--- src/bpds_pkg.sv ---
// Shared types, widths and constants for the button press duration statistics block.
// No dependencies; every module of the block imports this package.
package bpds_pkg;

   // Timebase and statistics widths
   localparam int TIME_WIDTH  = 32;
   localparam int COUNT_WIDTH = 16;
   localparam int SUM_WIDTH   = 32;

   // Result field widths
   localparam int PRESS_WIDTH = 32;
   localparam int FIELD_WIDTH = 16;
   localparam int AVG_WIDTH   = 32;

   localparam int RSP_FIELDS_WIDTH = PRESS_WIDTH + 1 + 3 * FIELD_WIDTH + AVG_WIDTH;
   localparam int RSP_DATA_WIDTH   = ((RSP_FIELDS_WIDTH + 7) / 8) * 8;
   localparam int RSP_PAD_WIDTH    = RSP_DATA_WIDTH - RSP_FIELDS_WIDTH;
   localparam int REQ_DATA_WIDTH   = 8;

   // Configuration port
   localparam int CSR_INDEX_WIDTH = 1;
   localparam int CSR_DATA_WIDTH  = 16;
   localparam int LONG_WIDTH      = 16;
   localparam int INTERVAL_WIDTH  = 12;
   localparam logic [CSR_INDEX_WIDTH-1:0] CSR_LONG_PRESS_MS     = 1'b0;
   localparam logic [CSR_INDEX_WIDTH-1:0] CSR_REPORT_INTERVAL_S = 1'b1;

   localparam int unsigned MS_PER_S       = 1000;
   localparam int unsigned LONG_RESET     = 500;
   localparam int unsigned INTERVAL_RESET = 10;
   localparam int THR_WIDTH = INTERVAL_WIDTH + $clog2(MS_PER_S);

   // Result kinds
   localparam logic KIND_PRESS  = 1'b0;
   localparam logic KIND_REPORT = 1'b1;

   // Command queue between front and back
   localparam int QUEUE_DEPTH = 4;
   localparam int QPTR_WIDTH  = $clog2(QUEUE_DEPTH);
   localparam int QCNT_WIDTH  = $clog2(QUEUE_DEPTH + 1);

   typedef struct packed {
      logic                  press;
      logic                  report;
      logic                  is_long;
      logic [TIME_WIDTH-1:0] dur;
   } cmd_type;

   typedef struct packed {
      logic full;
      logic empty;
   } q_status_type;

   // Clamp to a 16-bit result field
   function automatic logic [FIELD_WIDTH-1:0] sat_field(input logic [63:0] v);
      return (v > 64'hFFFF) ? '1 : v[FIELD_WIDTH-1:0];
   endfunction

   // Clamp to a 32-bit word
   function automatic logic [SUM_WIDTH-1:0] sat_word(input logic [63:0] v);
      return (v > 64'hFFFF_FFFF) ? '1 : v[SUM_WIDTH-1:0];
   endfunction

endpackage

--- src/bpds_front.sv ---
// Front part: takes ticks, keeps the millisecond clock and edge state, holds the
// configuration registers and pushes press/report commands. Depends on bpds_pkg.
module bpds_front import bpds_pkg::*; (
   input  logic                       clock,
   input  logic                       reset,
   input  logic                       req_tvalid,
   output logic                       req_tready,
   input  logic [REQ_DATA_WIDTH-1:0]  req_tdata,   // [0] button_up
   input  logic                       csr_we,
   input  logic [CSR_INDEX_WIDTH-1:0] csr_index,
   input  logic [CSR_DATA_WIDTH-1:0]  csr_wdata,
   input  q_status_type               q_status,
   output logic                       q_push,
   output cmd_type                    q_push_cmd
);

   logic                  prev_level_ff, prev_level_in;
   logic [TIME_WIDTH-1:0] now_ms_ff, now_ms_in;
   logic [TIME_WIDTH-1:0] press_start_ff, press_start_in;
   logic [TIME_WIDTH-1:0] last_report_ff, last_report_in;
   logic [LONG_WIDTH-1:0] long_ms_ff, long_ms_in;
   logic [THR_WIDTH-1:0]  report_thr_ff, report_thr_in;

   logic                  accept;
   logic                  level;
   logic                  rise;
   logic                  fall;
   logic [TIME_WIDTH-1:0] dur;
   logic [TIME_WIDTH-1:0] elapsed;
   logic                  report_due;
   logic                  is_long;

   assign req_tready = !q_status.full;
   assign accept     = req_tvalid && req_tready;
   assign level      = req_tdata[0];
   assign rise       = level && !prev_level_ff;
   assign fall       = !level && prev_level_ff;
   assign dur        = now_ms_ff - press_start_ff;
   assign elapsed    = now_ms_ff - last_report_ff;
   // interval in ms is kept premultiplied, so whole seconds compare as ms
   assign report_due = 64'(elapsed) >= 64'(report_thr_ff);
   assign is_long    = 64'(dur) >= 64'(long_ms_ff);

   assign q_push             = accept && (rise || report_due);
   assign q_push_cmd.press   = rise;
   assign q_push_cmd.report  = report_due;
   assign q_push_cmd.is_long = is_long;
   assign q_push_cmd.dur     = dur;

   always_comb begin
      prev_level_in  = prev_level_ff;
      now_ms_in      = now_ms_ff;
      press_start_in = press_start_ff;
      last_report_in = last_report_ff;
      long_ms_in     = long_ms_ff;
      report_thr_in  = report_thr_ff;
      if (accept) begin
         prev_level_in = level;
         now_ms_in     = now_ms_ff + TIME_WIDTH'(1);
         if (fall) begin
            press_start_in = now_ms_ff;
         end
         if (report_due) begin
            last_report_in = now_ms_ff;
         end
      end
      if (csr_we) begin
         unique case (csr_index)
            CSR_LONG_PRESS_MS: begin
               long_ms_in = csr_wdata[LONG_WIDTH-1:0];
            end
            CSR_REPORT_INTERVAL_S: begin
               report_thr_in = THR_WIDTH'(32'(csr_wdata[INTERVAL_WIDTH-1:0]) * MS_PER_S);
            end
            default: begin
               long_ms_in = long_ms_ff;
            end
         endcase
      end
   end

   always_ff @(posedge clock) begin
      if (reset) begin
         prev_level_ff  <= 1'b1;
         now_ms_ff      <= '0;
         press_start_ff <= '0;
         last_report_ff <= '0;
         long_ms_ff     <= LONG_WIDTH'(LONG_RESET);
         report_thr_ff  <= THR_WIDTH'(INTERVAL_RESET * MS_PER_S);
      end else begin
         prev_level_ff  <= prev_level_in;
         now_ms_ff      <= now_ms_in;
         press_start_ff <= press_start_in;
         last_report_ff <= last_report_in;
         long_ms_ff     <= long_ms_in;
         report_thr_ff  <= report_thr_in;
      end
   end

endmodule

--- src/bpds_queue.sv ---
// Short command queue that decouples the front part from the back part.
// Depends on bpds_pkg for the command type and depth.
module bpds_queue import bpds_pkg::*; (
   input  logic         clock,
   input  logic         reset,
   input  logic         push,
   input  cmd_type      push_cmd,
   input  logic         pop,
   output cmd_type      head,
   output q_status_type status
);

   cmd_type               slot_ff [QUEUE_DEPTH];
   logic [QPTR_WIDTH-1:0] wr_ptr_ff, wr_ptr_in;
   logic [QPTR_WIDTH-1:0] rd_ptr_ff, rd_ptr_in;
   logic [QCNT_WIDTH-1:0] count_ff, count_in;

   assign head         = slot_ff[rd_ptr_ff];
   assign status.full  = count_ff == QCNT_WIDTH'(QUEUE_DEPTH);
   assign status.empty = count_ff == '0;

   always_comb begin
      wr_ptr_in = push ? wr_ptr_ff + QPTR_WIDTH'(1) : wr_ptr_ff;
      rd_ptr_in = pop ? rd_ptr_ff + QPTR_WIDTH'(1) : rd_ptr_ff;
      count_in  = count_ff;
      if (push && !pop) begin
         count_in = count_ff + QCNT_WIDTH'(1);
      end else if (pop && !push) begin
         count_in = count_ff - QCNT_WIDTH'(1);
      end
   end

   always_ff @(posedge clock) begin
      if (reset) begin
         wr_ptr_ff <= '0;
         rd_ptr_ff <= '0;
         count_ff  <= '0;
      end else begin
         wr_ptr_ff <= wr_ptr_in;
         rd_ptr_ff <= rd_ptr_in;
         count_ff  <= count_in;
      end
   end

   always_ff @(posedge clock) begin
      if (push) begin
         slot_ff[wr_ptr_ff] <= push_cmd;
      end
   end

endmodule

--- src/bpds_back.sv ---
// Back part: keeps the press statistics, forms press results, runs the serial
// divider for the average and drives the result register. Depends on bpds_pkg.
module bpds_back import bpds_pkg::*; (
   input  logic                      clock,
   input  logic                      reset,
   input  cmd_type                   q_head,
   input  q_status_type              q_status,
   output logic                      q_pop,
   output logic                      rsp_tvalid,
   input  logic                      rsp_tready,
   output logic [RSP_DATA_WIDTH-1:0] rsp_tdata,
   output logic                      rsp_tuser,
   output logic                      rsp_tlast
);

   localparam int DIVIDEND_WIDTH = SUM_WIDTH + 1;
   localparam int DIVISOR_WIDTH  = COUNT_WIDTH + 1;
   localparam int REM_WIDTH      = DIVISOR_WIDTH + 1;
   localparam int STEP_WIDTH     = $clog2(DIVIDEND_WIDTH + 1);

   typedef enum logic [3:0] {
      ST_IDLE  = 4'b0001,
      ST_SETUP = 4'b0010,
      ST_DIV   = 4'b0100,
      ST_OUT   = 4'b1000
   } state_type;

   state_type state_ff, state_in;

   logic [COUNT_WIDTH-1:0] short_count_ff, short_count_in;
   logic [COUNT_WIDTH-1:0] long_count_ff, long_count_in;
   logic [SUM_WIDTH-1:0]   short_sum_ff, short_sum_in;
   logic [SUM_WIDTH-1:0]   long_sum_ff, long_sum_in;

   logic                      rsp_valid_ff, rsp_valid_in;
   logic                      rsp_kind_ff, rsp_kind_in;
   logic                      rsp_last_ff, rsp_last_in;
   logic [PRESS_WIDTH-1:0]    rsp_press_ff, rsp_press_in;
   logic                      rsp_is_long_ff, rsp_is_long_in;
   logic [FIELD_WIDTH-1:0]    rsp_total_ff, rsp_total_in;
   logic [FIELD_WIDTH-1:0]    rsp_short_ff, rsp_short_in;
   logic [FIELD_WIDTH-1:0]    rsp_long_ff, rsp_long_in;
   logic [AVG_WIDTH-1:0]      rsp_avg_ff, rsp_avg_in;

   logic [FIELD_WIDTH-1:0]    rep_total_ff, rep_total_in;
   logic [FIELD_WIDTH-1:0]    rep_short_ff, rep_short_in;
   logic [FIELD_WIDTH-1:0]    rep_long_ff, rep_long_in;
   logic                      cnt_zero_ff, cnt_zero_in;
   logic [DIVISOR_WIDTH-1:0]  divisor_ff, divisor_in;
   logic [DIVIDEND_WIDTH-1:0] quo_ff, quo_in;
   logic [REM_WIDTH-1:0]      rem_ff, rem_in;
   logic [STEP_WIDTH-1:0]     step_ff, step_in;

   logic                      out_free;
   logic [63:0]               dur_ext;
   logic [SUM_WIDTH-1:0]      dur_sat;
   logic [SUM_WIDTH:0]        short_acc;
   logic [SUM_WIDTH:0]        long_acc;
   logic [DIVISOR_WIDTH-1:0]  cnt_all;
   logic [COUNT_WIDTH-1:0]    cnt_sat;
   logic [DIVIDEND_WIDTH-1:0] sum_all;
   logic [REM_WIDTH-1:0]      rem_sh;
   logic [DIVIDEND_WIDTH-1:0] quo_sh;

   assign out_free  = !rsp_valid_ff || rsp_tready;
   assign dur_ext   = 64'(q_head.dur);
   assign dur_sat   = sat_word(dur_ext);
   assign short_acc = {1'b0, short_sum_ff} + {1'b0, dur_sat};
   assign long_acc  = {1'b0, long_sum_ff} + {1'b0, dur_sat};
   assign cnt_all   = {1'b0, short_count_ff} + {1'b0, long_count_ff};
   assign cnt_sat   = cnt_all[COUNT_WIDTH] ? '1 : cnt_all[COUNT_WIDTH-1:0];
   assign sum_all   = {1'b0, short_sum_ff} + {1'b0, long_sum_ff};
   assign rem_sh    = {rem_ff[REM_WIDTH-2:0], quo_ff[DIVIDEND_WIDTH-1]};
   assign quo_sh    = {quo_ff[DIVIDEND_WIDTH-2:0], 1'b0};

   always_comb begin
      state_in       = state_ff;
      q_pop          = 1'b0;
      short_count_in = short_count_ff;
      long_count_in  = long_count_ff;
      short_sum_in   = short_sum_ff;
      long_sum_in    = long_sum_ff;
      rsp_valid_in   = rsp_valid_ff && !rsp_tready;
      rsp_kind_in    = rsp_kind_ff;
      rsp_last_in    = rsp_last_ff;
      rsp_press_in   = rsp_press_ff;
      rsp_is_long_in = rsp_is_long_ff;
      rsp_total_in   = rsp_total_ff;
      rsp_short_in   = rsp_short_ff;
      rsp_long_in    = rsp_long_ff;
      rsp_avg_in     = rsp_avg_ff;
      rep_total_in   = rep_total_ff;
      rep_short_in   = rep_short_ff;
      rep_long_in    = rep_long_ff;
      cnt_zero_in    = cnt_zero_ff;
      divisor_in     = divisor_ff;
      quo_in         = quo_ff;
      rem_in         = rem_ff;
      step_in        = step_ff;
      unique case (state_ff)
         ST_IDLE: begin
            if (!q_status.empty && out_free) begin
               q_pop = 1'b1;
               if (q_head.press) begin
                  rsp_valid_in   = 1'b1;
                  rsp_kind_in    = KIND_PRESS;
                  rsp_last_in    = !q_head.report;
                  rsp_press_in   = dur_ext[PRESS_WIDTH-1:0];
                  rsp_is_long_in = q_head.is_long;
                  rsp_total_in   = '0;
                  rsp_short_in   = '0;
                  rsp_long_in    = '0;
                  rsp_avg_in     = '0;
                  if (q_head.is_long) begin
                     if (long_count_ff != '1) begin
                        long_count_in = long_count_ff + COUNT_WIDTH'(1);
                     end
                     long_sum_in = long_acc[SUM_WIDTH] ? '1 : long_acc[SUM_WIDTH-1:0];
                  end else begin
                     if (short_count_ff != '1) begin
                        short_count_in = short_count_ff + COUNT_WIDTH'(1);
                     end
                     short_sum_in = short_acc[SUM_WIDTH] ? '1 : short_acc[SUM_WIDTH-1:0];
                  end
               end
               if (q_head.report) begin
                  state_in = ST_SETUP;
               end
            end
         end
         ST_SETUP: begin
            // snapshot the period, clear it and start the divider
            rep_total_in   = sat_field(64'(cnt_sat));
            rep_short_in   = sat_field(64'(short_count_ff));
            rep_long_in    = sat_field(64'(long_count_ff));
            cnt_zero_in    = cnt_all == '0;
            divisor_in     = cnt_all;
            quo_in         = sum_all;
            rem_in         = '0;
            step_in        = STEP_WIDTH'(DIVIDEND_WIDTH);
            short_count_in = '0;
            long_count_in  = '0;
            short_sum_in   = '0;
            long_sum_in    = '0;
            state_in       = ST_DIV;
         end
         ST_DIV: begin
            // one restoring step per cycle
            if (rem_sh >= REM_WIDTH'(divisor_ff)) begin
               rem_in = rem_sh - REM_WIDTH'(divisor_ff);
               quo_in = quo_sh | DIVIDEND_WIDTH'(1);
            end else begin
               rem_in = rem_sh;
               quo_in = quo_sh;
            end
            step_in = step_ff - STEP_WIDTH'(1);
            if (step_ff == STEP_WIDTH'(1)) begin
               state_in = ST_OUT;
            end
         end
         ST_OUT: begin
            if (out_free) begin
               rsp_valid_in   = 1'b1;
               rsp_kind_in    = KIND_REPORT;
               rsp_last_in    = 1'b1;
               rsp_press_in   = '0;
               rsp_is_long_in = 1'b0;
               rsp_total_in   = rep_total_ff;
               rsp_short_in   = rep_short_ff;
               rsp_long_in    = rep_long_ff;
               rsp_avg_in     = cnt_zero_ff ? '0 : sat_word(64'(quo_ff));
               state_in       = ST_IDLE;
            end
         end
         default: begin
            state_in = ST_IDLE;
         end
      endcase
   end

   always_ff @(posedge clock) begin
      if (reset) begin
         state_ff       <= ST_IDLE;
         rsp_valid_ff   <= 1'b0;
         short_count_ff <= '0;
         long_count_ff  <= '0;
         short_sum_ff   <= '0;
         long_sum_ff    <= '0;
      end else begin
         state_ff       <= state_in;
         rsp_valid_ff   <= rsp_valid_in;
         short_count_ff <= short_count_in;
         long_count_ff  <= long_count_in;
         short_sum_ff   <= short_sum_in;
         long_sum_ff    <= long_sum_in;
      end
   end

   always_ff @(posedge clock) begin
      rsp_kind_ff    <= rsp_kind_in;
      rsp_last_ff    <= rsp_last_in;
      rsp_press_ff   <= rsp_press_in;
      rsp_is_long_ff <= rsp_is_long_in;
      rsp_total_ff   <= rsp_total_in;
      rsp_short_ff   <= rsp_short_in;
      rsp_long_ff    <= rsp_long_in;
      rsp_avg_ff     <= rsp_avg_in;
      rep_total_ff   <= rep_total_in;
      rep_short_ff   <= rep_short_in;
      rep_long_ff    <= rep_long_in;
      cnt_zero_ff    <= cnt_zero_in;
      divisor_ff     <= divisor_in;
      quo_ff         <= quo_in;
      rem_ff         <= rem_in;
      step_ff        <= step_in;
   end

   assign rsp_tvalid = rsp_valid_ff;
   assign rsp_tuser  = rsp_kind_ff;
   assign rsp_tlast  = rsp_last_ff;
   assign rsp_tdata  = {{RSP_PAD_WIDTH{1'b0}}, rsp_avg_ff, rsp_long_ff, rsp_short_ff,
                        rsp_total_ff, rsp_is_long_ff, rsp_press_ff};

   a_pop_needs_room: assert property (@(posedge clock) disable iff (reset)
      q_pop |-> out_free)
      else $error("command popped while result register is occupied");

   a_div_steps_left: assert property (@(posedge clock) disable iff (reset)
      (state_ff == ST_DIV) |-> (step_ff != '0))
      else $error("divider running with no steps left");

   a_setup_clears: assert property (@(posedge clock) disable iff (reset)
      (state_ff == ST_SETUP) |=> (short_count_ff == '0 && long_count_ff == '0 &&
                                  short_sum_ff == '0 && long_sum_ff == '0))
      else $error("statistics not cleared after report snapshot");

   a_report_loaded: assert property (@(posedge clock) disable iff (reset)
      (state_ff == ST_OUT && out_free) |=>
         (rsp_valid_ff && rsp_kind_ff == KIND_REPORT && rsp_last_ff))
      else $error("report not presented as final word");

   a_press_only_last: assert property (@(posedge clock) disable iff (reset)
      (q_pop && q_head.press && !q_head.report) |=>
         (rsp_valid_ff && rsp_kind_ff == KIND_PRESS && rsp_last_ff))
      else $error("lone press result not marked last");

endmodule

--- src/button_press_duration_stats_core.sv ---
// Button press duration statistics: one tick per input word, press results
// and periodic reports out. Depends on bpds_pkg, bpds_front, bpds_queue, bpds_back.
//
// Usage:
//   req_* carries one word per millisecond tick, req_tdata[0] = button level
//   (1 released, 0 pressed). rsp_* carries result words: rsp_tuser is the
//   kind (0 press result, 1 statistics report), rsp_tlast marks the final
//   word caused by a tick. csr_* writes the long-press threshold (index 0,
//   ms) and the report interval (index 1, seconds) while the block is idle.
//   Timing: the front takes one tick per cycle while the four-entry command
//   queue has room. A press result passes through the command queue and then
//   the output register. A report occupies the back part through pop,
//   snapshot, 33 steps of the serial divider for the average and load; it
//   pops no new command meanwhile. Ticks without results are not queued.
//   Reset (synchronous, active high) clears the clock, edge state, counts,
//   sums and queue and restores the register defaults (500 ms, 10 s).
//   A stalled rsp_tready holds the result word; the back part stops popping
//   and, once the queue fills, req_tready drops.
module button_press_duration_stats_core import bpds_pkg::*; (
   input  logic                       clock,
   input  logic                       reset,
   input  logic                       req_tvalid,
   output logic                       req_tready,
   input  logic [REQ_DATA_WIDTH-1:0]  req_tdata,   // [0] button_up, [7:1] zero
   output logic                       rsp_tvalid,
   input  logic                       rsp_tready,
   // [31:0] press_ms, [32] is_long, [48:33] total_presses, [64:49] short_presses,
   // [80:65] long_presses, [112:81] average_ms, [119:113] zero
   output logic [RSP_DATA_WIDTH-1:0]  rsp_tdata,
   output logic                       rsp_tuser,   // [0] kind
   output logic                       rsp_tlast,
   input  logic                       csr_we,
   input  logic [CSR_INDEX_WIDTH-1:0] csr_index,
   input  logic [CSR_DATA_WIDTH-1:0]  csr_wdata
);

   q_status_type q_status;
   logic         q_push;
   cmd_type      q_push_cmd;
   logic         q_pop;
   cmd_type      q_head;

   bpds_front u_front (
      .clock      (clock),
      .reset      (reset),
      .req_tvalid (req_tvalid),
      .req_tready (req_tready),
      .req_tdata  (req_tdata),
      .csr_we     (csr_we),
      .csr_index  (csr_index),
      .csr_wdata  (csr_wdata),
      .q_status   (q_status),
      .q_push     (q_push),
      .q_push_cmd (q_push_cmd)
   );

   bpds_queue u_queue (
      .clock    (clock),
      .reset    (reset),
      .push     (q_push),
      .push_cmd (q_push_cmd),
      .pop      (q_pop),
      .head     (q_head),
      .status   (q_status)
   );

   bpds_back u_back (
      .clock      (clock),
      .reset      (reset),
      .q_head     (q_head),
      .q_status   (q_status),
      .q_pop      (q_pop),
      .rsp_tvalid (rsp_tvalid),
      .rsp_tready (rsp_tready),
      .rsp_tdata  (rsp_tdata),
      .rsp_tuser  (rsp_tuser),
      .rsp_tlast  (rsp_tlast)
   );

endmodule

--- config.mk ---
export PLATFORM = sky130hd
export DESIGN_NAME = button_press_duration_stats_core
export DESIGN_NICKNAME = d
export VERILOG_FILES = /design/src/bpds_pkg.sv /design/src/bpds_front.sv /design/src/bpds_queue.sv /design/src/bpds_back.sv /design/src/button_press_duration_stats_core.sv
export SDC_FILE = /design/constraint.sdc
export NUM_CORES = 1
export LEC_CHECK = 0
export ABC_AREA = 1
export BUFFER_PORTS_ARGS = -buffer_cell sky130_fd_sc_hd__buf_2
export CAP_MARGIN = 10
export CORE_UTILIZATION = 45
export CTS_BUF_LIST = sky130_fd_sc_hd__clkbuf_8
export CTS_CLUSTER_SIZE = 30
export DETAILED_ROUTE_END_ITERATION = 10
export SLEW_MARGIN = 20
export SYNTH_ARGS = -nofsm -noshare
export SYNTH_HDL_FRONTEND = slang
export SYNTH_SLANG_ARGS = --single-unit
--- constraint.sdc ---
create_clock -name clock -period 6.6 [get_ports clock]
set_clock_uncertainty 0.15 [all_clocks]
set_input_delay 0.33 -clock clock [delete_from_list [all_inputs] [get_ports clock]]
set_output_delay 0.33 -clock clock [all_outputs]
set_load 0.02 [all_outputs]
Yosys cells after proc, flatten, opt, wreduce, memory -nomap -nowiden --
Memories as Yosys holds them, arrays and structs flattened. A register that Yosys moved wholly into a read port is not among the register bits. Index checks and enable logic that the tools add are counted.
Word-level totals: memories 1, bits of input ports 30, flip-flop bits (word level) 477, memory bits (writable) 140, bits in read-only memories 0, latch bits 0
Cells by class: add/subtract/negate cells 15, div/mod/pow operators 0, reductions and logical operators 35, shifts and indexed selects 0, multiply operators 1, equal/unequal tests 17, magnitude comparators 5, muxes and demuxes 72, bitwise gates (word level) 1
Memories:
- u_queue.slot_ff | depth 4, width 35, read ports 1, clocked after memory_dff 1, wr ports 1, RTL line bpds_queue.sv:13 | cmd_type slot_ff [QUEUE_DEPTH];
Operators with widths (number):
- 2-to-1 mux 32 bit | 17
- case mux 32 bit (2 select lines) | 4
- 2-to-1 mux 16 bit | 13
- case mux 16 bit (2 select lines) | 5
- adder 32 x 32 -> 33 bit | 3
- case mux 33 bit (2 select lines) | 1
- subtractor 32 bit | 2
- case mux 17 bit (2 select lines) | 1
- > comparator 33 x 32 -> 1 bit (second input constant) | 1
- adder 16 x 1 -> 16 bit (second input constant) | 2
- adder 32 x 1 -> 32 bit (second input constant) | 1
- greater-or-equal comparator 32 x 16 -> 1 bit | 1
- greater-or-equal comparator 32 x 22 -> 1 bit | 1
- > comparator 32 bit (second input constant) | 1
- != test 16 bit (second input constant) | 2
- multiplier 12 x 7 -> 19 bit (second input constant) | 1
- greater-or-equal comparator 18 x 17 -> 1 bit | 1
- adder 16 x 16 -> 17 bit | 1
- zero test 17 bit | 1
- 2-to-1 mux 17 bit | 1
- subtractor 17 bit | 1
- 2-to-1 mux 1 bit | 16
- 2-to-1 mux 4 bit | 4
- case mux 4 bit (4 select lines) | 1
- other kinds (25) | 64

Depth between registers and ports, before layout --
Gate-level depths: netlist of the first run.
word-level depth 8, mapped depth 32

Hierarchy --
A second synthesis of the first run with hierarchy kept.
Second synthesis, totals: cells, all modules 5354, area, all modules 40282.4 sq um
Modules (own cells, without submodules):
- bpds_back | cells each 3052, area an instance 22163.8 sq um, sequential area each 9138.8 sq um, instances 1
- bpds_front | cells each 1906, area an instance 12495.7 sq um, sequential area each 2642.5 sq um, instances 1
- bpds_queue | cells each 396, area an instance 5622.9 sq um, sequential area each 4384.2 sq um, instances 1

Worst setup path before layout of the first run --
Ideal clock, no wire load.
path kind register to register, from register u_back.state_ff[0], to register u_back.rsp_avg_ff[0], enable pin, slack 0.123 ns, library setup time 0.590 ns, arrival 5.737 ns, cell stages (with the launch flop) 6, cell sequence dfxtp_1 > nor2_1 > inv_1 > nor3_2 > o21ai_0 > nor2_1
Between the ends: word-level cells in the longest chain between the ends 3, elaborated cells on any way between the ends 7
RTL lines:
- from (decl) | RTL line bpds_back.sv:28 | state_type state_ff, state_in;
- from (signal assigned) | RTL line bpds_back.sv:190 | state_ff <= state_in;
- == test 4 bit / == test 4 x 1 -> 1 bit (equally long branches) | RTL line bpds_back.sv:100 | unique case (state_ff)
- != test 2 x 1 -> 1 bit (no source line), or another cell as far along
- AND reduction 4 bit (no source line) (*)
- to (signal assigned) | RTL line bpds_back.sv:207 | rsp_avg_ff <= rsp_avg_in;
- to (decl) | RTL line bpds_back.sv:43 | logic [AVG_WIDTH-1:0] rsp_avg_ff, rsp_avg_in;
Mark *: on every way between the ends. The rest lies on a longest branch, timed or not. A chain may end at the register's enable or synchronous reset.

==> results of run 1 <==
sequential cells by signal, summed over array words and instances, names as in the netlist, 17 cells and up, named ones only:
name	cells
u_back.short_sum_ff	32
u_queue.slot_ff	140
u_back.rsp_avg_ff	32
u_front.report_thr_ff	19
u_back.long_sum_ff	32
u_back.quo_ff	33
u_back.rem_ff	17
u_front.press_start_ff	32
u_front.last_report_ff	32
u_back.rsp_press_ff	32
u_front.now_ms_ff	32
u_back.divisor_ff	17
cell usage in the layout, fill, tap and decap left out, types with 10 or more instances in the layout:
| master | count |
|---|---|
| nand2_1 | 819 |
| inv_1 | 652 |
| nor2_1 | 521 |
| a21oi_1 | 464 |
| edfxtp_1 | 377 |
| o21ai_0 | 370 |
| ha_1 | 281 |
| dfxtp_1 | 241 |
| nand3_1 | 159 |
| buf_2 | 138 |
| clkbuf_8 | 125 |
| xor2_1 | 97 |
| nor3_1 | 76 |
| fa_1 | 46 |
| xnor2_1 | 43 |
| dlygate4sd3_1 | 38 |
| nand4_1 | 37 |
| a31oi_1 | 32 |
| or2_2 | 30 |
| a21o_1 | 27 |
| buf_4 | 26 |
| o21ai_1 | 24 |
| o211ai_1 | 20 |
| inv_2 | 19 |
| nor2_2 | 16 |
| a211oi_1 | 15 |
| o21bai_1 | 14 |
| clkinv_1 | 13 |
| clkinv_2 | 11 |
| nand3b_1 | 10 |
cells by family after synthesis:
| group | after synthesis | synth area share, % |
|---|---|---|
| compound gates | 1023 | 14.8 |
| buf+inv | 751 | 7.69 |
| xor+xnor | 140 | 3.27 |
| fa+ha+maj | 327 | 11.8 |
| other cells | 1 | 0.0100 |
| simple gates | 1722 | 19.3 |
| flops | 619 | 43.1 |
metrics by stage:
step	hold slack (ps)	instance area [sq um]	worst slack (ps)	util, %
2_1_floorplan	278	37500	123	-
3_3_place_gp	289	39300	1510	47.8
3_5_place_dp	294	39300	1510	47.8
4_1_cts	209	41900	1460	51.0
5_1_grt	302	41900	1030	51.0
6_report	289	41900	1510	51.0
worst paths after layout:
check                                          startpoint                        end  slack, ps  depth (start not counted)
worst max register to register       u_front.now_ms_ff[0]     u_queue.slot_ff[0][10]       1510                         25
worst min register to register  u_front.press_start_ff[0]  u_front.press_start_ff[0]        300                          2
worst max-delay path                 u_front.now_ms_ff[0]     u_queue.slot_ff[0][10]       1510                         25
worst min-delay path                               csr_we     u_front.long_ms_ff[15]        290                          5
worst max-delay path, stage by stage (launching register included):
cell and delay (ps):
dfxtp_1 360, inv_1 110, ha_1 230, fa_1 420, inv_1 140, nand3_1 80
nand3_1 170, nand2_1 70, nand2_1 110, xor2_1 90, ha_1 280, nand2_1 60
nor2_1 100, nand2_1 60, nand2_1 70, nand2_1 50, nand2_1 60, nand2_1 50
nand2_1 60, nand2_1 50, nand2_1 130, a21oi_1 130, nand4_4 130, nand2_4 290
a21boi_4 840, buf_4 410
power groups by stage:
stage / sequential, mW / combinational (mW) / clock [mW]
6_report: 5.86 / 9.39 / 3.55
5_1_grt: 5.94 / 10.6 / 3.81
4_1_cts: 5.87 / 9.44 / 3.65
3_5_place_dp: 5.94 / 9.38 / 0
3_3_place_gp: 5.93 / 9.31 / 0
2_1_floorplan: 6.30 / 6.20 / 0
area by class of cell:
| class | instances | area, sq um | area share [%] |
|---|---|---|---|
| multi-input combinational | 3219 | 18600 | 44.3 |
| inverter | 634 | 2380 | 5.68 |
| clock buffer | 125 | 1720 | 4.10 |
| antenna | 1 | 2.50 | 0.00597 |
| timing repair buffer | 202 | 1270 | 3.02 |
| sequential | 619 | 16200 | 38.6 |
| tap | 1070 | 1340 | 3.19 |
| clock inverter | 75 | 485 | 1.16 |
per-layer routing:
layer	vias to the layer above	part of all wire, %
li1	15783	-
met1	14144	45
met2	620	48
met3	192	4.1
met4	0	3.2
met5	-	0
==> metrics.md, run 1 <==
| Metric | Value |
|---|---|
| Final global-route overflow total | 0 |
| DRC errors left | 0 |
| Worst-Margin Slew | 948 ps |
| Worst Setup Start Kind | register |
| Most frequent cell after synthesis | nand2_1 |
| Max Clk Rate | 196 MHz |
| Tot Pwr | 18.8 mW |
| Kind of critical path | register to register |
| Total CTS buffers | 107 |
| NetSw | 8.50 mW |
| Clock Pin Slew Worst Setup and Hold Paths | 60 ps |
| Placed cells | 5706 |
| Peak VDD IR | 290 uV |
| Pre-antenna DRT Iters | 5 |
| Ranking of synthesized cells by area | edfxtp_1 (30%), dfxtp_1 (13%), ha_1 (9.4%) |
| Share of power burned in the clock network | 18.9% |
| Post-synth EDFFs | 377 |
| Routing usage on met1 | 29.7% |
| Max clock buf depth | 3 |
| Setup_tns | 0 ps |
| Layout area overhead | 11.8% |
| Crit end category | register |
| Pwr dens | 449 mW/mm^2 |
| IO Count | 154 |
| DIE WIDTH | 291 um |
| Post_cts resized | 0 |
| Die area | 0.0845 sq mm |
| Most Crowded Layer GR | met2 |
| First-pass GRT wire length | 157000 um |
| Clk root buf | clkbuf_8 |
| GRT Overall Usage | 23.1% |
| YS warnings | 0 |
| Status | finished clean |
| Seq pwr share | 31.2% |
| Die height | 291 um |
| Async SR Flop Fraction | 0% |
| Fin crit share | 77.2% |
| Maxcap violations | 0 |
| Avg Vias per Cell | 5.17 |
| Hold crit path type | input pin to register |
| Final min period | 5090 ps |
| Fill count | 8066 |
| Req. time, crit path | 6830 ps |
| Layout cell share with drive strength beyond 1 | 8.60% |
| PortBufs | 139 |
| Int Power | 10.3 mW |
| Antenna-violating nets left | 0 |
| DRT Wirelength | 98000 um |
| Vias after detailed routing | 30.7k |
| Core area | 0.0822 sq mm |
| Final hold violation count | 0 |
| Routability cong. | 0.939 |
| Synthesized area | 0.0375 sq mm |
| Leakage power | 18.8 nW |
| GR Util met2 | 40.2% |
| Switching share of power | 45.2% |
| RSZ-0062 raised after global routing | no |
| Synth Instances | 4583 |
| Commonest cells in the netlist | nand2_1 (820), inv_1 (615), nor2_1 (524) |
| Setup bufs post-CTS | 0 |
| #FFs+latches synth | 619 |
| Endpoints failing setup | 0 |
| Seq/Total Area, Yosys | 43.1% |
| Slew margin rel. | 36.8% |
| H-tree lvl count | 3 |
| Post-synth top area share | 30.2% |
| Iteration-0 DRC Markers | 1803 |
| CTS Sinks | 619 |
| Crit path DAT | 5320 ps |
| Post-route insts no fill | 5945 |
| Pins Over Slew Limit | 0 |
| Initial antenna violation count | 2 |
| Drt wl/cell | 16.5 um |
| Syn avg cell area | 8.18 sq um |
| Vias in the first global route | 30.0k |
| Largest net degree at the start of global routing | 74 |
| Biggest area consumer among synthesized cells | edfxtp_1 |
| DP HPWL | 74200 um |
| # hold bufs at CTS | 38 |
| Total Nets Final | 5140 |
| Row count | 105 |
| Initial Util | 45.6% |
| Met3 Track Usage GR | 2.86% |
| Maximum fanout along the worst path | 40 |
| Combinational share of power | 50.0% |
| Netlist cell types | 62 |
| TritonCTS clock tree | yes |
| Clock Latency Late Sink | 730 ps |
| Post-synth top flop | edfxtp_1 |
No activity file was read; power rests on OpenSTA's default activity.
==> inputs of run 2 (changes only) <==
Clock period 6.6 ns to 5.3 ns, I/O delays scaled along.
==> run 2 against run 1 <==
Effect of this change: sequential power rose by 24%; worst setup slack got worse by 1000 ps; core utilization barely moved; count of clock-buffer cells in the layout fell by 9; global-route usage fell by 0.14 points.
==> metrics.md, run 2 (synthesis results as in run 1) <==
| Metric | Value |
|---|---|
| Routability cong. | 0.968 (was 0.939) |
| Top reg by flops | u_queue.slot_ff (unchanged) |
| Final min period | 4820 ps |
| PortBufs | 139 (unchanged) |
| Setup_tns | 0 ps (unchanged) |
| Regs by FF count | u_queue.slot_ff (140), u_back.quo_ff (33) (unchanged) |
| Total CTS buffers | 109 (was 107) |
| Die area | 0.0845 sq mm (unchanged) |
| Avg Vias per Cell | 5.16 (was 5.17) |
| Worst reg2reg path depth | 24 (was 25) |
| Most common library cell in the layout ignoring fill and taps | nand2_1 (unchanged) |
| Max Clk Rate | 208 MHz |
| Pins Over Slew Limit | 0 (unchanged) |
| Drt wl/cell | 16.4 um (was 16.5 um) |
| Worst Setup Start Kind | input pin (was register) |
| TritonCTS clock tree | yes (unchanged) |
| Vias in the first global route | 29.8k (was 30.0k) |
| Core area | 0.0822 sq mm (unchanged) |
| Largest net degree at the start of global routing | 74 (unchanged) |
| Endpoints failing setup | 0 (unchanged) |
| DRT Wirelength | 97700 um (was 98000 um) |
| Layout cell share with drive strength beyond 1 | 8.64% (was 8.60%) |
| # hold bufs at CTS | 34 (was 38) |
| Final hold violation count | 0 (unchanged) |
| Total Nets Final | 5152 (was 5140) |
| Combinational share of power | 50.3% (was 50.0%) |
| Pre-antenna DRT Iters | 5 (unchanged) |
| DIE WIDTH | 291 um (unchanged) |
| GRT Overall Usage | 23.0% (was 23.1%) |
| Vias after detailed routing | 30.7k (about the same) |
| Status | finished clean (unchanged) |
| WHS | 217 ps (was 289 ps) |
| Worst Hold Path EP | u_front.long_ms_ff[13] (was u_front.long_ms_ff[15]) |
| Hold depth | 4 (was 5) |
| Slew margin rel. | 29.7% (was 36.8%) |
| Final core occ | 51.0% (about the same) |
| DRC errors left | 0 (unchanged) |
| Fill count | 7986 (was 8066) |
| Crit path DAT | 5260 ps (was 5320 ps) |
| First-pass GRT wire length | 156000 um (was 157000 um) |
| DP HPWL | 74400 um (was 74200 um) |
| Maximum fanout along the worst path | 6 (was 40) |
| Switching share of power | 45.2% (about the same) |
| Clock Pin Slew Worst Setup and Hold Paths | 60 ps (about the same) |
| Critical R2R Capture | u_queue.slot_ff[1][9] (was u_queue.slot_ff[0][10]) |
| Reg2reg setup slack | 600 ps (was 1510 ps) |
| Leakage power | 18.9 nW (was 18.8 nW) |
| Die height | 291 um (unchanged) |
| RR Startpoint | u_front.now_ms_ff[0] (unchanged) |
| Initial Util | 45.6% (unchanged) |
| Post_cts resized | 0 (unchanged) |
| Initial antenna violation count | 3 (was 2) |
| NetSw | 10.6 mW (was 8.50 mW) |
| Layout area overhead | 11.8% (about the same) |
| Crit end category | register (unchanged) |
| Antenna-violating nets left | 0 (unchanged) |
| Worst-Margin Slew | 1050 ps (was 948 ps) |
| Setup bufs post-CTS | 0 (unchanged) |
| Kind of critical path | input pin to register (was register to register) |
| Final global-route overflow total | 0 (unchanged) |
| CTS Sinks | 619 (unchanged) |
| H-tree lvl count | 3 (unchanged) |
| Clock Latency Late Sink | 720 ps (was 730 ps) |
| RSZ-0062 raised after global routing | no (unchanged) |
| Row count | 105 (unchanged) |
| Peak VDD IR | 393 uV (was 290 uV) |
| Hold Startpoint | csr_wdata[13] (was csr_we) |
| Fin crit share | 90.9% |
| Hold crit path type | input pin to register (unchanged) |
| Iteration-0 DRC Markers | 1949 (was 1803) |
| Share of power burned in the clock network | 18.7% (was 18.9%) |
| Max FFs per register | 140 (unchanged) |
| Seq pwr share | 31.0% (was 31.2%) |
| Req. time, crit path | 5740 ps (was 6830 ps) |
| IO Count | 154 (unchanged) |
| Max clock buf depth | 3 (unchanged) |
| Maxcap violations | 0 (unchanged) |
| Pwr dens | 559 mW/mm^2 (was 449 mW/mm^2) |
| Most frequent cells in the layout | nand2_1 (819), inv_1 (651), nor2_1 (522), a21oi_1 (464), edfxtp_1 (377) (was nand2_1 (819), inv_1 (652), nor2_1 (521), a21oi_1 (464), edfxtp_1 (377)) |
| Int Power | 12.9 mW (was 10.3 mW) |
| Clk root buf | clkbuf_8 (unchanged) |
==> run 2: worst max path at each step <==
| stage | slack (ps) | end | cells past startpoint | start |
|---|---|---|---|---|
| global placement | 450 | u_front.report_thr_ff[18] | 17 | csr_wdata[0] |
| CTS | 560 | u_front.report_thr_ff[18] | 18 | csr_wdata[0] |
| finish | 480 | u_front.report_thr_ff[18] | 18 | csr_wdata[0] |
| global route | 120 | u_front.last_report_ff[5] | 26 | u_front.now_ms_ff[1] |
| floorplan | -560 | u_queue.slot_ff[0][0] | 25 | u_front.now_ms_ff[0] |
| detailed placement | 350 | u_front.report_thr_ff[18] | 17 | csr_wdata[0] |
==> run 2: per-layer routing <==
layer / up-vias / share of wire [%] / track usage [%]
met2: 556 / 48 / 40.2
met5: - / 0 / 0
met4: 0 / 2.9 / 7.56
met1: 14213 / 45 / 29.5
li1: 15814 / - / -
met3: 154 / 3.6 / 2.63
==> run 2: metrics by stage <==
step | cell area (sq um) | power (mW) | std cells | setup slack [ps]
after global routing | 41900 | 25.3 | 5954 | 125
final | 41900 | 23.4 | 5954 | 482
after detailed placement | 39400 | 19.1 | 5720 | 347
after global placement | 39400 | 19.0 | 5720 | 445
after floorplan | 37500 | 15.7 | 4589 | -562
after CTS | 41900 | 23.6 | 5953 | 558
==> run 2: power groups by stage <==
stage | Clock, mW | Sequential [mW] | Combinational, mW
after floorplan | 0 | 7.89 | 7.80
after global placement | 0 | 7.35 | 11.7
after detailed placement | 0 | 7.37 | 11.8
after CTS | 4.51 | 7.28 | 11.8
after global routing | 4.71 | 7.38 | 13.2
final | 4.38 | 7.28 | 11.8
==> run 2: final cells by class <==
class / count / area [sq um] / share of cell area [%]
antenna: 1 / 2.50 / 0.00597
sequential: 619 / 16200 / 38.6
timing repair buffer: 212 / 1340 / 3.20
tap: 1070 / 1340 / 3.19
clock inverter: 83 / 558 / 1.33
inverter: 634 / 2380 / 5.68
multi-input combinational: 3219 / 18500 / 44.2
clock buffer: 116 / 1600 / 3.81
==> run 2: worst max-delay path, cell delays in order <==
cell and delay, ps:
dlygate4sd3_1 540, buf_2 180, fa_1 540, fa_1 550, inv_1 50, fa_1 530
inv_1 50, fa_1 450, ha_1 350, inv_1 50, o31ai_1 360, a21boi_0 250
o21ai_0 310, a21boi_0 210, o21ai_0 260, xor2_1 90, o21ai_0 150, inv_1 60
